**config.mk**
```make
export PLATFORM = sky130hd
export DESIGN_NAME = midi_clock_tempo_tracker_top
export DESIGN_NICKNAME = d
export VERILOG_FILES = /design/src/rtl/mctt_pkg.sv /design/src/rtl/mctt_div.sv /design/src/rtl/midi_clock_tempo_tracker_top.sv
export VERILOG_INCLUDE_DIRS = /design/src /design/src/rtl
export SDC_FILE = /design/constraint.sdc
export NUM_CORES = 1
export LEC_CHECK = 0
export BUFFER_PORTS_ARGS = -buffer_cell sky130_fd_sc_hd__buf_2
export CAP_MARGIN = 20
export CORE_MARGIN = 5
export CORE_UTILIZATION = 35
export DETAILED_ROUTE_END_ITERATION = 10
export PLACE_DENSITY = 0.61
export SETUP_SLACK_MARGIN = 0.2
export SLEW_MARGIN = 5
export SYNTH_ARGS = -nofsm -noshare
export SYNTH_HDL_FRONTEND = slang
export SYNTH_SLANG_ARGS = --single-unit
```
**constraint.sdc**
```tcl
create_clock -name aclk -period 10.2 [get_ports aclk]
set_input_delay 1.02 -clock aclk [delete_from_list [all_inputs] [get_ports aclk]]
set_output_delay 1.02 -clock aclk [all_outputs]
set_load 0.01 [all_outputs]
```
**src/rtl/midi_clock_tempo_tracker_top_assert.svh**
```systemverilog
// assertion macros shared by the tempo tracker rtl
`ifndef MIDI_CLOCK_TEMPO_TRACKER_TOP_ASSERT_SVH
`define MIDI_CLOCK_TEMPO_TRACKER_TOP_ASSERT_SVH

// property checked on every clock edge outside reset
`define MCTT_ASSERT(lbl, prop, msg) \
    lbl: assert property (@(posedge aclk) disable iff (!aresetn) prop) else $error(msg);

// condition that must never be seen
`define MCTT_ASSERT_NEVER(lbl, cond, msg) \
    `MCTT_ASSERT(lbl, !(cond), msg)

`endif

```
**src/rtl/mctt_pkg.sv**
```systemverilog
// constants and types shared by the tempo tracker modules
`timescale 1ns / 1ps

package mctt_pkg;

    localparam int TIME_W           = 32;
    localparam longint TICKS_PER_SECOND = 1000000;

    // 60 s worth of ticks in 26.8 fixed point
    localparam logic [63:0] NUMER_FULL = 64'(60) * 64'(TICKS_PER_SECOND) * 64'd256;
    localparam int DVD_W = $clog2(NUMER_FULL + 64'd1);
    localparam int DVS_W = TIME_W;
    localparam int CNT_W = $clog2(DVD_W + 1);
    localparam logic [DVD_W-1:0] NUMER = DVD_W'(NUMER_FULL);

    localparam int TEMPO_W  = 24;
    localparam int POS_W    = 32;
    localparam int PPQ_W    = 10;
    localparam int BPB_W    = 5;
    localparam int MIN_W    = 9;
    localparam int PULSE_W  = 14;
    localparam int BAR_W    = PPQ_W + BPB_W;
    localparam int CFG_DATA_W = PPQ_W;
    localparam int CFG_IDX_W  = 2;

    localparam logic [TEMPO_W-1:0] TEMPO_MAX   = {TEMPO_W{1'b1}};
    localparam logic [TEMPO_W-1:0] TEMPO_RESET = TEMPO_W'(23040);
    localparam logic [PPQ_W-1:0]   PPQ_RESET   = PPQ_W'(24);
    localparam logic [BPB_W-1:0]   BPB_RESET   = BPB_W'(4);
    localparam logic [MIN_W-1:0]   MIN_RESET   = MIN_W'(20);

    typedef enum logic [CFG_IDX_W-1:0] {
        CFG_PPQ       = 2'd0,
        CFG_BPB       = 2'd1,
        CFG_MIN_TEMPO = 2'd2
    } cfg_idx_t;

    typedef struct packed {
        logic start;
    } div_ctrl_t;

    typedef struct packed {
        logic busy;
        logic done;
    } div_stat_t;

endpackage

```
**src/rtl/mctt_div.sv**
```systemverilog
// shared restoring divider, one quotient bit per cycle
`timescale 1ns / 1ps

module mctt_div (
    input  logic                       aclk,
    input  logic                       aresetn,
    input  mctt_pkg::div_ctrl_t        ctrl,
    input  logic [mctt_pkg::DVD_W-1:0] dividend,
    input  logic [mctt_pkg::DVS_W-1:0] divisor,
    output mctt_pkg::div_stat_t        stat,
    output logic [mctt_pkg::DVD_W-1:0] quotient
);
    import mctt_pkg::*;

    `include "midi_clock_tempo_tracker_top_assert.svh"

    logic                busy_reg, busy_next;
    logic                done_reg, done_next;
    logic [CNT_W-1:0]    cnt_reg, cnt_next;
    logic [DVD_W-1:0]    dvd_reg, dvd_next;
    logic [DVS_W-1:0]    rem_reg, rem_next;
    logic [DVS_W-1:0]    dvs_reg, dvs_next;
    logic [DVS_W:0]      rem_sh;
    logic [DVS_W+1:0]    diff;

    // shift in the next dividend bit and try the subtract
    assign rem_sh = {rem_reg, dvd_reg[DVD_W-1]};
    assign diff   = {1'b0, rem_sh} - {2'b00, dvs_reg};

    always_comb begin
        busy_next = busy_reg;
        done_next = 1'b0;
        cnt_next  = cnt_reg;
        dvd_next  = dvd_reg;
        rem_next  = rem_reg;
        dvs_next  = dvs_reg;
        if (ctrl.start && !busy_reg) begin
            busy_next = 1'b1;
            cnt_next  = CNT_W'(DVD_W);
            dvd_next  = dividend;
            rem_next  = '0;
            dvs_next  = divisor;
        end else if (busy_reg) begin
            if (!diff[DVS_W+1]) begin
                rem_next = diff[DVS_W-1:0];
                dvd_next = {dvd_reg[DVD_W-2:0], 1'b1};
            end else begin
                rem_next = rem_sh[DVS_W-1:0];
                dvd_next = {dvd_reg[DVD_W-2:0], 1'b0};
            end
            cnt_next = cnt_reg - CNT_W'(1);
            if (cnt_reg == CNT_W'(1)) begin
                busy_next = 1'b0;
                done_next = 1'b1;
            end
        end
    end

    always_ff @(posedge aclk) begin
        if (!aresetn) begin
            busy_reg <= 1'b0;
            done_reg <= 1'b0;
            cnt_reg  <= '0;
        end else begin
            busy_reg <= busy_next;
            done_reg <= done_next;
            cnt_reg  <= cnt_next;
        end
        dvd_reg <= dvd_next;
        rem_reg <= rem_next;
        dvs_reg <= dvs_next;
    end

    assign stat.busy = busy_reg;
    assign stat.done = done_reg;
    assign quotient  = dvd_reg;

    `MCTT_ASSERT(div_start_busy, ctrl.start && !busy_reg |=> busy_reg, "divider did not start")
    `MCTT_ASSERT_NEVER(div_done_while_busy, done_reg && busy_reg, "divider done while busy")
    `MCTT_ASSERT_NEVER(div_busy_no_count, busy_reg && (cnt_reg == '0), "divider busy with no steps")

endmodule

```
**src/rtl/midi_clock_tempo_tracker_top.sv**
```systemverilog
// midi clock tempo tracker: tempo, song position and bar tracking per clock pulse
// each result is set by two passes of the shared 34-step divider
// (60 s / ppq, then by elapsed ticks); input is not ready while working
// reset: aresetn synchronous active low, sets control registers to their defaults
`timescale 1ns / 1ps

module midi_clock_tempo_tracker_top (
    input  logic                            aclk,
    input  logic                            aresetn,
    input  logic                            s_valid,
    output logic                            s_ready,
    input  logic [mctt_pkg::TIME_W-1:0]     s_event_time,
    output logic                            m_valid,
    input  logic                            m_ready,
    output logic [mctt_pkg::TEMPO_W-1:0]    m_tempo_fixed,
    output logic [mctt_pkg::POS_W-1:0]      m_position_pulses,
    output logic [mctt_pkg::POS_W-1:0]      m_bar_start_pulses,
    output logic [mctt_pkg::TIME_W-1:0]     m_last_event_time,
    output logic                            m_resynced,
    output logic                            m_bar_boundary,
    input  logic                            cfg_valid,
    output logic                            cfg_ready,
    input  logic [mctt_pkg::CFG_IDX_W-1:0]  cfg_index,
    input  logic [mctt_pkg::CFG_DATA_W-1:0] cfg_data
);
    import mctt_pkg::*;

    `include "midi_clock_tempo_tracker_top_assert.svh"

    typedef enum logic [2:0] {
        ST_IDLE,
        ST_START1,
        ST_WAIT1,
        ST_START2,
        ST_WAIT2,
        ST_UPDATE,
        ST_OUT
    } state_t;

    state_t              state_reg, state_next;
    logic [PPQ_W-1:0]    ppq_reg, ppq_next;
    logic [BPB_W-1:0]    bpb_reg, bpb_next;
    logic [MIN_W-1:0]    min_reg, min_next;
    logic [TIME_W-1:0]   last_time_reg, last_time_next;
    logic [TIME_W-1:0]   now_reg, now_next;
    logic [TIME_W-1:0]   elapsed_reg, elapsed_next;
    logic [TEMPO_W-1:0]  tempo_reg, tempo_next;
    logic [POS_W-1:0]    pos_reg, pos_next;
    logic [POS_W-1:0]    bar_start_reg, bar_start_next;
    logic [PULSE_W-1:0]  pulse_reg, pulse_next;
    logic                stall_reg, stall_next;
    logic                boundary_reg, boundary_next;

    logic                m_valid_reg, m_valid_next;
    logic [TEMPO_W-1:0]  m_tempo_reg, m_tempo_next;
    logic [POS_W-1:0]    m_pos_reg, m_pos_next;
    logic [POS_W-1:0]    m_bar_reg, m_bar_next;
    logic [TIME_W-1:0]   m_time_reg, m_time_next;
    logic                m_resync_reg, m_resync_next;
    logic                m_boundary_reg, m_boundary_next;

    div_ctrl_t           div_ctrl;
    div_stat_t           div_stat;
    logic [DVD_W-1:0]    div_dividend;
    logic [DVS_W-1:0]    div_divisor;
    logic [DVD_W-1:0]    div_quotient;

    logic [PPQ_W-1:0]    ppq_eff;
    logic [BPB_W-1:0]    bpb_eff;
    logic [BAR_W-1:0]    bar_len;
    logic [BAR_W-1:0]    pulse_inc;
    logic [TEMPO_W-1:0]  tempo_calc;
    logic                stall;

    mctt_div u_div (
        .aclk     (aclk),
        .aresetn  (aresetn),
        .ctrl     (div_ctrl),
        .dividend (div_dividend),
        .divisor  (div_divisor),
        .stat     (div_stat),
        .quotient (div_quotient)
    );

    // zero ppq or beats per bar count as one
    assign ppq_eff   = (ppq_reg == '0) ? PPQ_W'(1) : ppq_reg;
    assign bpb_eff   = (bpb_reg == '0) ? BPB_W'(1) : bpb_reg;
    assign bar_len   = BAR_W'(ppq_eff) * BAR_W'(bpb_eff);
    assign pulse_inc = BAR_W'(pulse_reg) + BAR_W'(1);

    // saturate on zero elapsed or a quotient past 16.8 range
    assign tempo_calc = ((elapsed_reg == '0) || (|div_quotient[DVD_W-1:TEMPO_W]))
                        ? TEMPO_MAX : div_quotient[TEMPO_W-1:0];
    assign stall      = tempo_calc < TEMPO_W'({min_reg, 8'h00});

    assign div_dividend = (state_reg == ST_START1) ? NUMER : div_quotient;
    assign div_divisor  = (state_reg == ST_START1) ? DVS_W'(ppq_eff) : elapsed_reg;

    always_comb begin
        state_next      = state_reg;
        ppq_next        = ppq_reg;
        bpb_next        = bpb_reg;
        min_next        = min_reg;
        last_time_next  = last_time_reg;
        now_next        = now_reg;
        elapsed_next    = elapsed_reg;
        tempo_next      = tempo_reg;
        pos_next        = pos_reg;
        bar_start_next  = bar_start_reg;
        pulse_next      = pulse_reg;
        stall_next      = stall_reg;
        boundary_next   = boundary_reg;
        m_valid_next    = m_valid_reg;
        m_tempo_next    = m_tempo_reg;
        m_pos_next      = m_pos_reg;
        m_bar_next      = m_bar_reg;
        m_time_next     = m_time_reg;
        m_resync_next   = m_resync_reg;
        m_boundary_next = m_boundary_reg;
        div_ctrl.start  = 1'b0;

        if (cfg_valid) begin
            case (cfg_idx_t'(cfg_index))
                CFG_PPQ:       ppq_next = cfg_data[PPQ_W-1:0];
                CFG_BPB:       bpb_next = cfg_data[BPB_W-1:0];
                CFG_MIN_TEMPO: min_next = cfg_data[MIN_W-1:0];
                default: ;
            endcase
        end

        if (m_valid_reg && m_ready) begin
            m_valid_next = 1'b0;
        end

        case (state_reg)
            ST_IDLE: begin
                if (s_valid) begin
                    now_next     = s_event_time;
                    elapsed_next = s_event_time - last_time_reg;
                    state_next   = ST_START1;
                end
            end
            ST_START1: begin
                div_ctrl.start = 1'b1;
                state_next     = ST_WAIT1;
            end
            ST_WAIT1: begin
                if (div_stat.done) begin
                    state_next = ST_START2;
                end
            end
            ST_START2: begin
                div_ctrl.start = 1'b1;
                state_next     = ST_WAIT2;
            end
            ST_WAIT2: begin
                if (div_stat.done) begin
                    state_next = ST_UPDATE;
                end
            end
            ST_UPDATE: begin
                last_time_next = now_reg;
                stall_next     = stall;
                boundary_next  = 1'b0;
                if (stall) begin
                    // freewheel: clear position, keep held tempo
                    pos_next       = '0;
                    bar_start_next = '0;
                    pulse_next     = '0;
                end else begin
                    tempo_next = tempo_calc;
                    pos_next   = pos_reg + POS_W'(1);
                    // bar length is capped at the range of the 14-bit pulse counter
                    if ((pulse_inc >= bar_len) || pulse_inc[PULSE_W]) begin
                        pulse_next     = '0;
                        bar_start_next = pos_reg + POS_W'(1);
                        boundary_next  = 1'b1;
                    end else begin
                        pulse_next = pulse_inc[PULSE_W-1:0];
                    end
                end
                state_next = ST_OUT;
            end
            ST_OUT: begin
                if (!m_valid_reg || m_ready) begin
                    m_valid_next    = 1'b1;
                    m_tempo_next    = tempo_reg;
                    m_pos_next      = pos_reg;
                    m_bar_next      = bar_start_reg;
                    m_time_next     = now_reg;
                    m_resync_next   = stall_reg;
                    m_boundary_next = boundary_reg;
                    state_next      = ST_IDLE;
                end
            end
            default: begin
                state_next = ST_IDLE;
            end
        endcase
    end

    always_ff @(posedge aclk) begin
        if (!aresetn) begin
            state_reg     <= ST_IDLE;
            ppq_reg       <= PPQ_RESET;
            bpb_reg       <= BPB_RESET;
            min_reg       <= MIN_RESET;
            last_time_reg <= '0;
            tempo_reg     <= TEMPO_RESET;
            pos_reg       <= '0;
            bar_start_reg <= '0;
            pulse_reg     <= '0;
            m_valid_reg   <= 1'b0;
        end else begin
            state_reg     <= state_next;
            ppq_reg       <= ppq_next;
            bpb_reg       <= bpb_next;
            min_reg       <= min_next;
            last_time_reg <= last_time_next;
            tempo_reg     <= tempo_next;
            pos_reg       <= pos_next;
            bar_start_reg <= bar_start_next;
            pulse_reg     <= pulse_next;
            m_valid_reg   <= m_valid_next;
        end
        now_reg        <= now_next;
        elapsed_reg    <= elapsed_next;
        stall_reg      <= stall_next;
        boundary_reg   <= boundary_next;
        m_tempo_reg    <= m_tempo_next;
        m_pos_reg      <= m_pos_next;
        m_bar_reg      <= m_bar_next;
        m_time_reg     <= m_time_next;
        m_resync_reg   <= m_resync_next;
        m_boundary_reg <= m_boundary_next;
    end

    assign s_ready            = (state_reg == ST_IDLE);
    assign cfg_ready          = 1'b1;
    assign m_valid            = m_valid_reg;
    assign m_tempo_fixed      = m_tempo_reg;
    assign m_position_pulses  = m_pos_reg;
    assign m_bar_start_pulses = m_bar_reg;
    assign m_last_event_time  = m_time_reg;
    assign m_resynced         = m_resync_reg;
    assign m_bar_boundary     = m_boundary_reg;

    `MCTT_ASSERT(top_busy_after_accept, s_valid && s_ready |=> !s_ready, "ready after transfer")
    `MCTT_ASSERT_NEVER(top_resync_state,
        m_valid && m_resynced && (m_bar_boundary || (m_position_pulses != '0)),
        "resync result not cleared")
    `MCTT_ASSERT(top_bar_latch,
        m_valid && m_bar_boundary |-> m_bar_start_pulses == m_position_pulses,
        "bar start not latched")

endmodule

```
### After elaboration in Yosys (flattened, before gate mapping)

Cells that the tools add are included.

* bits in registers: 456
* input port bits: 49
* output and inout port bits: 125

* add/subtract/negate cells: 5
* multiply operators: 1
* magnitude comparators: 2
* equal/unequal tests: 14
* multiplexer cells: 30
* bitwise logic cells: 3
* reductions and logical operators: 27

Operators with widths (number)
* 2-to-1 mux 32 bit: 4
* 2-to-1 mux 34 bit: 3
* subtractor 33 x 32 -> 34 bit: 1
* adder 32 x 1 -> 32 bit (second input constant): 1
* zero test 32 bit: 1
* subtractor 32 bit: 1
* 2-to-1 mux 14 bit: 2
* < comparator 24 x 17 -> 1 bit: 1
* 2-to-1 mux 24 bit: 1
* one-hot mux 3 bit (7 select lines): 1
* 2-to-1 mux 10 bit: 2
* AND reduction 2 bit: 8
* adder 14 x 1 -> 15 bit (second input constant): 1
* greater-or-equal comparator 15 bit: 1
* multiplier 10 x 5 -> 15 bit: 1
* 2-to-1 mux 3 bit: 4
* 2-to-1 mux 6 bit: 2
* zero test 10 bit: 1
* 2-to-1 mux 1 bit: 10
* OR reduction 10 bit: 1
* equality test 3 bit (second input constant): 3
* equality test 3 x 2 -> 1 bit (second input constant): 2
* equality test 6 x 1 -> 1 bit (second input constant): 1
* != test 2 bit (second input constant): 3
* other kinds (17): 26

### Depth between registers and ports, before layout

Gate-level depths: netlist (run 1).

* depth after elaboration: 7
* depth in mapped cells: 27

### Hierarchy

A second synthesis (run 1) with hierarchy kept.

* cells, all modules: 2127
* area, all modules: 22455.3 um2

By module, submodules not included
* midi_clock_tempo_tracker_top: times used 1, cells each 1534, area an instance 16692.3 um2
* mctt_div: times used 1, cells each 593, area an instance 5763.0 um2

### Least setup slack after synthesis (run 1)

OpenSTA, ideal clock, no wires.

* path kind: input to register
* start: input m_ready
* end: register m_boundary_reg (netlist: m_bar_boundary) (enable)
* setup time: 0.618 ns
* arrival: 6.541 ns
* required time: 9.582 ns
* slack: 3.041 ns
* cell stages on the path: 2
* buffers on the path: 0
* cell sequence: nand2b_1 > nor2b_1

* cells in the longest elaborated chain, start to end: 2

RTL lines
* start, declared: RTL line midi_clock_tempo_tracker_top.sv:14 `input logic m_ready,`
* logical OR 1 bit: RTL line midi_clock_tempo_tracker_top.sv:185 `if (!m_valid_reg || m_ready) begin`
* AND reduction 2 bit (no source line)
* end signal, assigned: RTL line midi_clock_tempo_tracker_top.sv:235 `m_boundary_reg <= m_boundary_next;`
* end, declared: RTL line midi_clock_tempo_tracker_top.sv:60 `logic m_boundary_reg, m_boundary_next;`

No other way between the ends.
A chain may end at the register's enable or synchronous reset.

### Worst setup path in the final report (run 1)

* start: register ppq_reg[5]
* end: register bar_start_reg[31]

* cells in the longest elaborated chain, start to end: 7

RTL lines
* start, declared: RTL line midi_clock_tempo_tracker_top.sv:41 `logic [PPQ_W-1:0] ppq_reg, ppq_next;`
* start signal, assigned: RTL line midi_clock_tempo_tracker_top.sv:216 `ppq_reg <= ppq_next;`
* zero test 10 bit: RTL line midi_clock_tempo_tracker_top.sv:86 `assign ppq_eff = (ppq_reg == '0) ? PPQ_W'(1) : ppq_reg;`
* 2-to-1 mux 10 bit *: RTL line midi_clock_tempo_tracker_top.sv:86
* multiplier 10 x 5 -> 15 bit *: RTL line midi_clock_tempo_tracker_top.sv:88 `assign bar_len = BAR_W'(ppq_eff) * BAR_W'(bpb_eff);`
* greater-or-equal comparator 15 bit *: RTL line midi_clock_tempo_tracker_top.sv:174 `if ((pulse_inc >= bar_len) || pulse_inc[PULSE_W]) begin`
* logical OR 1 bit *: RTL line midi_clock_tempo_tracker_top.sv:174
* nonzero test 2 bit (no source line) *
* AND reduction 2 bit (no source line) *
* end signal, assigned: RTL line midi_clock_tempo_tracker_top.sv:222 `bar_start_reg <= bar_start_next;`
* end, declared: RTL line midi_clock_tempo_tracker_top.sv:49 `logic [POS_W-1:0] bar_start_reg, bar_start_next;`

Every way passes the cells marked *; elsewhere a longest branch is shown, timed or not.

==> results of run 1 <==
[Yosys cell counts, types with 5 or more instances]
cell and number:
a211o_1 5, a211oi_1 13, a21boi_0 8, a21o_1 34, a21oi_1 132, a221oi_1 5, a22o_1 16, a22oi_1 7
a31oi_1 8, and2_1 46, and3_1 17, and4_1 6, buf_2 7, clkbuf_1 72, dfxtp_1 202, edfxtp_1 254
fa_1 26, ha_1 113, inv_1 138, mux2_2 9, mux2i_1 49, nand2_1 230, nand2b_1 18, nand3_1 49
nand3b_1 15, nand4_1 15, nor2_1 117, nor2b_1 65, nor3_1 26, nor4_1 17, o21a_1 14, o21ai_0 109
o21bai_1 6, o22ai_1 31, o31ai_1 5, or2_2 21, or3_1 15, xnor2_1 62, xor2_1 39
[report_power, final]
group / switching [mW] / internal, mW / total (mW) / leakage (nW)
combinational: 0.468 / 0.375 / 0.843 / 4.97
clock: 0.774 / 1.05 / 1.83 / 0.813
sequential: 0.0854 / 2.07 / 2.16 / 3.95
total: 1.33 / 3.50 / 4.82 / 9.73
[metal layers]
layer | wire length, um | track usage, % | vias to the layer above
met1 | 24200 | 20.8 | 7456
met5 | 12 | 0 | -
met3 | 2450 | 2.65 | 78
li1 | - | - | 7640
met4 | 1140 | 3.99 | 2
met2 | 25200 | 26.2 | 305
[final cells by class]
type                            instances  area (um2)  area share [%]
Timing Repair Buffer                  188        1010            4.01
Multi-Input combinational cell       1396        9410            37.1
Clock buffer                           65        1360            5.36
Clock inverter                         29         303            1.20
Sequential cell                       456       11700            46.1
Antenna cell                            3        7.51          0.0296
Tap cell                              837        1050            4.13
Inverter                              139         524            2.07
[worst register-to-register path, stage by stage, from the launching register on]
cell,delay [ns]
dfxtp_1,0.37
nor4_1,0.35
a31oi_1,0.27
nand2b_1,0.24
fa_1,0.52
fa_1,0.53
fa_1,0.55
inv_1,0.04
ha_1,0.33
nor2b_1,0.15
o21ai_0,0.22
a21oi_1,0.13
o21ai_0,0.23
a21boi_0,0.12
o21ai_0,0.22
a21oi_1,0.12
nor3_1,0.22
xor2_1,0.19
ha_1,0.27
a21o_1,0.18
a21oi_1,0.14
nor2b_1,0.06
nor4_1,0.24
o31ai_1,0.13
buf_4,0.19
nand3_1,0.71
o22ai_1,0.22
[stage by stage]
step | area, um2 | hold slack [ns] | setup WS (ns) | util [%] | instances
CTS | 25300 | 0.429 | 3.11 | 40.8 | 3108
finish | 25300 | 0.427 | 3.13 | 40.9 | 3113
global route | 25300 | 0.445 | 2.25 | 40.9 | 3110
floorplan | 21900 | 0.400 | 3.04 | - | 2080
detailed placement | 23600 | 0.406 | 3.12 | 38.1 | 3014
global placement | 23600 | 0.409 | 3.31 | 38.1 | 3013
[worst paths after layout]
path	start	cells after the start	end
worst max register to register	ppq_reg[5]	26	bar_start_reg[31]
worst min-delay path	boundary_reg	0	m_bar_boundary
worst min register to register	boundary_reg	0	m_bar_boundary
worst max-delay path	ppq_reg[5]	26	bar_start_reg[31]
[cells by family after synthesis]
kind of cell,count (synthesis),synth area share (%)
muxes,58,2.70
AOI/OAI and AO/OA,427,12.1
xor gates and xnor gates,101,4.03
and+or+nand+nor,670,15.1
adders and majority gates,139,8.81
buffers and inverters,228,4.11
other,1,0.0171
DFF,456,53.2
==> results.tsv, run 1 <==
stage	metric	value	unit
route	Vias per Instance	4.97	
sta	Final Cycle Share	69.3	%
synthesis	synth warn	0	
synthesis	post-synth net total	2268	
setup_path	crit end category	flip-flop	
synthesis	area of the mapped netlist	0.0219	mm2
placed_design	HPWL Detailed	37100	um
cts	CTS buffer count	50	
synthesis	share of the synthesized area in the top cell type	34.8	%
grt	GRT Total Usage	15.5	%
setup_path	WP data required	10.64	ns
route	routed length per instance	17.0	um
worst_hold_path	worst min-delay path class	flip-flop to flip-flop	
route	routed vias	15481	
sta	Setup TNS	0	ns
sta	Peak Freq	0.141	GHz
placed_design	Placer Congestion	0.838	
synthesis	Synth Area per Inst	10.6	um2
job	number of max-cap violations	0	
finish	max reg flops	34	
grt	first-pass GRT wire length	86300	um
sta	Worst Clk Skew	0.0262	ns
finish	commonest non-fill, non-tap cell in the layout	edfxtp_1	
sta	fin. max-slew vios	0	
finish	Layout Nets	2419	
synthesis	number of flops mapped to enable cells by yosys	254	
setup_path	worst path bufs/invs	2	
synthesis	Synth Flop Type	edfxtp_1	
pwr	Max VDD drop	150	uV
route	DRT Pass-1 Iters	5	
pwr	overall power	4.82	mW
die	die span in x	260	um
synthesis	Synth async-reset ratio	0	%
cts	Post-CTS Setup Bufs	0	
cts	Clk pin slew, worst setup/hold paths	0.06	ns
synthesis	Synth cell types	71	
synthesis	Seq cells post-synth	456	
sta	final-report setup violation count	0	
setup_path	max incr delay on CP	0.71	ns
grt	GRT overflow	0	
setup_path	WS Path Type	flip-flop to flip-flop	
finish	Layout fillers	6004	
die	Starting Density	35.4	%
run_status	outcome	finished clean	
die	core area	0.0619	mm2
grt	vias in the first global route	15971	
sta	Worst-Margin Slew	1.04	ns
synthesis	Post-Syn Instances	2080	
synthesis	Area contributors post-synth	edfxtp_1 35%, dfxtp_1 18%, ha_1 6.4%	
die	I/O pins	174	
setup_path	CP arrival	7.51	ns
setup_path	flop-to-flop setup slack	3.13	ns
route	DR iter-0 viols	901	
cts	CTS max path bufs	3	
die	Die Ht	260	um
synthesis	post-synthesis sequential area ratio	53.2	%
cts	CTS H-Tree Depth	2	
cts	CTS tree	built	
grt	largest net degree at the start of global routing	79	
pwr	LEAKAGE	9.73	nW
pwr	PD cells	190	mW/mm2
cts	clk root buf	clkbuf_16	
die	FP Rows	91	
cts	clock sinks	456	
finish	area grow syn2layout	15.4	%
synthesis	Synth area leader	edfxtp_1	
finish	most frequent cells in the layout	254 x edfxtp_1, 229 x nand2_1, 202 x dfxtp_1	
sta	RSZ-0062 raised after global routing	false	
sta	hold violation total from the final report	0	
sta	Period minus WS final	7.07	ns
placed_design	number of port buffers	172	
sta	Slew headroom	30.2	%
setup_path	CP delay by family, top	adder cells	
cts	CTS resizes	0	
route	DRC	0	
route	final WL	53000	um
route	ANT nets after route	0	
cts	CTS Hold Bufs	0	
finish	layout cells sized above 1	14.0	%
setup_path	Critical-path top delay cell	nand3_1	
setup_path	Critical Path Fanout Max	25	
die	die footprint	0.0678	mm2
setup_path	critical path startpoint category	flip-flop	
grt	antenna violations before repair	5	
cts	clk_lat worst skew	0.60	ns
No activity file was read; power rests on OpenSTA's default activity.
==> run 2: changes to the inputs <==
Settings changed: PLACE_DENSITY 0.61 to 0.63.
Clock period 10.2 ns to 5.91 ns, I/O delays scaled along.
==> results.tsv, run 2 (synthesis gave the netlist of run 1 again) <==
stage	metric	value	unit
run_status	outcome	finished clean	
route	routed vias	15898	
finish	Layout Nets	2454	
pwr	Reg power frac	45.6	%
finish	commonest non-fill, non-tap cell in the layout	edfxtp_1	
die	I/O pins	174	
sta	RSZ-0062 raised after global routing	true	
setup_path	WS Path Type	flip-flop to flip-flop	
grt	GRT Total Usage	15.2	%
setup_path	Critical Path Fanout Max	6	
sta	Worst-Margin Slew	1.02	ns
pwr	clock power share	36.1	%
worst_hold_path	Hold Crit Start	s_event_time[0]	
die	Starting Density	35.4	%
sta	Worst Clk Skew	0.0218	ns
pwr	Internal	5.90	mW
grt	first-pass GRT wire length	83900	um
setup_path	max incr delay on CP	0.53	ns
route	final WL	53400	um
placed_design	Placer Congestion	0.856	
route	Vias per Instance	5.06	
die	core area	0.0619	mm2
cts	clock sinks	456	
route	DRC	0	
setup_path	worst path bufs/invs	6	
setup_path	Critical Path Source	ppq_reg[8]	
grt	vias in the first global route	15663	
setup_path	WP data required	6.43	ns
route	DRT Pass-1 Iters	5	
finish	layout cells sized above 1	17.7	%
route	ANT nets after route	0	
die	die footprint	0.0678	mm2
grt	largest net degree at the start of global routing	123	
placed_design	number of port buffers	172	
sta	final-report setup violation count	0	
sta	slack of the critical path	0.0779	ns
sta	hold violation total from the final report	0	
grt	GRT overflow	0	
pwr	PD cells	314	mW/mm2
finish	final cell count without fillers	3144	
route	routed length per instance	17.0	um
finish	Layout fillers	5963	
cts	CTS buffer count	47	
pwr	P_sw	2.25	mW
finish	area grow syn2layout	18.4	%
sta	fin. max-slew vios	0	
route	DR iter-0 viols	867	
placed_design	dpl ws	-0.169	ns
grt	antenna violations before repair	8	
sta	Slew headroom	31.8	%
pwr	sw frac	27.6	%
cts	CTS max path bufs	3	
cts	clk root buf	clkbuf_16	
sta	Final Cycle Share	98.7	%
sta	Setup TNS	0	ns
placed_design	HPWL Detailed	37300	um
setup_path	r2r startpoint	ppq_reg[8]	
pwr	Max VDD drop	198	uV
sta	Peak Freq	0.171	GHz
cts	clk_lat worst skew	0.59	ns
pwr	LEAKAGE	9.96	nW
die	die span in x	260	um
sta	Period minus WS final	5.83	ns
cts	Clk pin slew, worst setup/hold paths	0.06	ns
setup_path	CP arrival	6.35	ns
finish	most frequent cells in the layout	254 x edfxtp_1, 228 x nand2_1, 200 x dfxtp_1	
placed_design	Cells after DPL	3035	
die	FP Rows	91	
finish	max reg flops	34	
cts	CTS Hold Bufs	0	
job	number of max-cap violations	0	
cts	CTS H-Tree Depth	2	
pwr	combinational share of power	18.4	%
die	Die Ht	260	um
setup_path	crit end category	flip-flop	
setup_path	CP delay by family, top	adder cells	
setup_path	Critical-path top delay cell	fa_1	
worst_hold_path	worst min-delay path class	primary input to flip-flop	
setup_path	CP dominant cell by count	buf_4	
setup_path	critical path startpoint category	flip-flop	
cts	CTS tree	built	
## run 2: changes by cell type in the layout (fill, tap and decap cells not counted), moves of 4 or more
cell and delta:
a21oi_1 -6, a21oi_2 +5, buf_4 +23, buf_6 +8, clkbuf_1 -8, clkinv_1 +4, clkinvlp_4 +5, o21ai_0 -9
o21ai_2 +6, o22ai_1 -26, o22ai_2 +24
## run 2: power groups by stage
stage               Combinational (mW)  Sequential, mW  Clock [mW]
finish                            1.50            3.71        2.94
global route                      1.68            3.74        3.15
CTS                               1.46            3.71        3.02
detailed placement                1.44            3.78           0
global placement                  1.41            3.77           0
floorplan                         1.16            3.73           0
## run 2: metrics by stage
stage | utilization [%] | area, um2 | power [mW] | hold slack, ns
after global placement | 38.5 | 23800 | 5.18 | 0.410
after CTS | 41.3 | 25600 | 8.19 | 0.169
final | 41.9 | 26000 | 8.15 | 0.202
after detailed placement | 38.5 | 23800 | 5.22 | 0.411
after floorplan | - | 22000 | 4.89 | 0.400
after global routing | 41.9 | 26000 | 8.57 | 0.177
## run 2: layout make-up
type | instances | area, um2 | share of cell area [%]
sequential | 456 | 11700 | 44.9
multi-input combinational | 1396 | 9750 | 37.5
timing repair buffer | 226 | 1440 | 5.54
clock buffer | 54 | 1250 | 4.83
tap | 837 | 1050 | 4.03
inverter | 139 | 524 | 2.02
clock inverter | 33 | 277 | 1.06
antenna | 3 | 7.51 | 0.0289
## run 2: path summary, 6_finish.rpt
kind / endpoint / slack (ns) / cells past startpoint
min reg2reg: m_bar_boundary / 0.42 / 0
max reg2reg: bar_start_reg[11] / 0.08 / 28
max: bar_start_reg[11] / 0.08 / 28
min: now_reg[0] / 0.20 / 1
## run 2: timing repair
| item | CTS | global route |
|---|---|---|
| gates resized for setup | 31 | 42 |
| setup endpoints to repair | 47 | 47 |
| gates cloned | 2 | 6 |
| setup buffers | 8 | 2 |
| pin swaps | 29 | 44 |
## run 2: routing by layer
metal  global-route usage (%)  routed length, um
met1                     19.8              23600
met2                     25.3              25200
met3                     3.57               3050
met4                     4.52               1470
met5                        0                 76
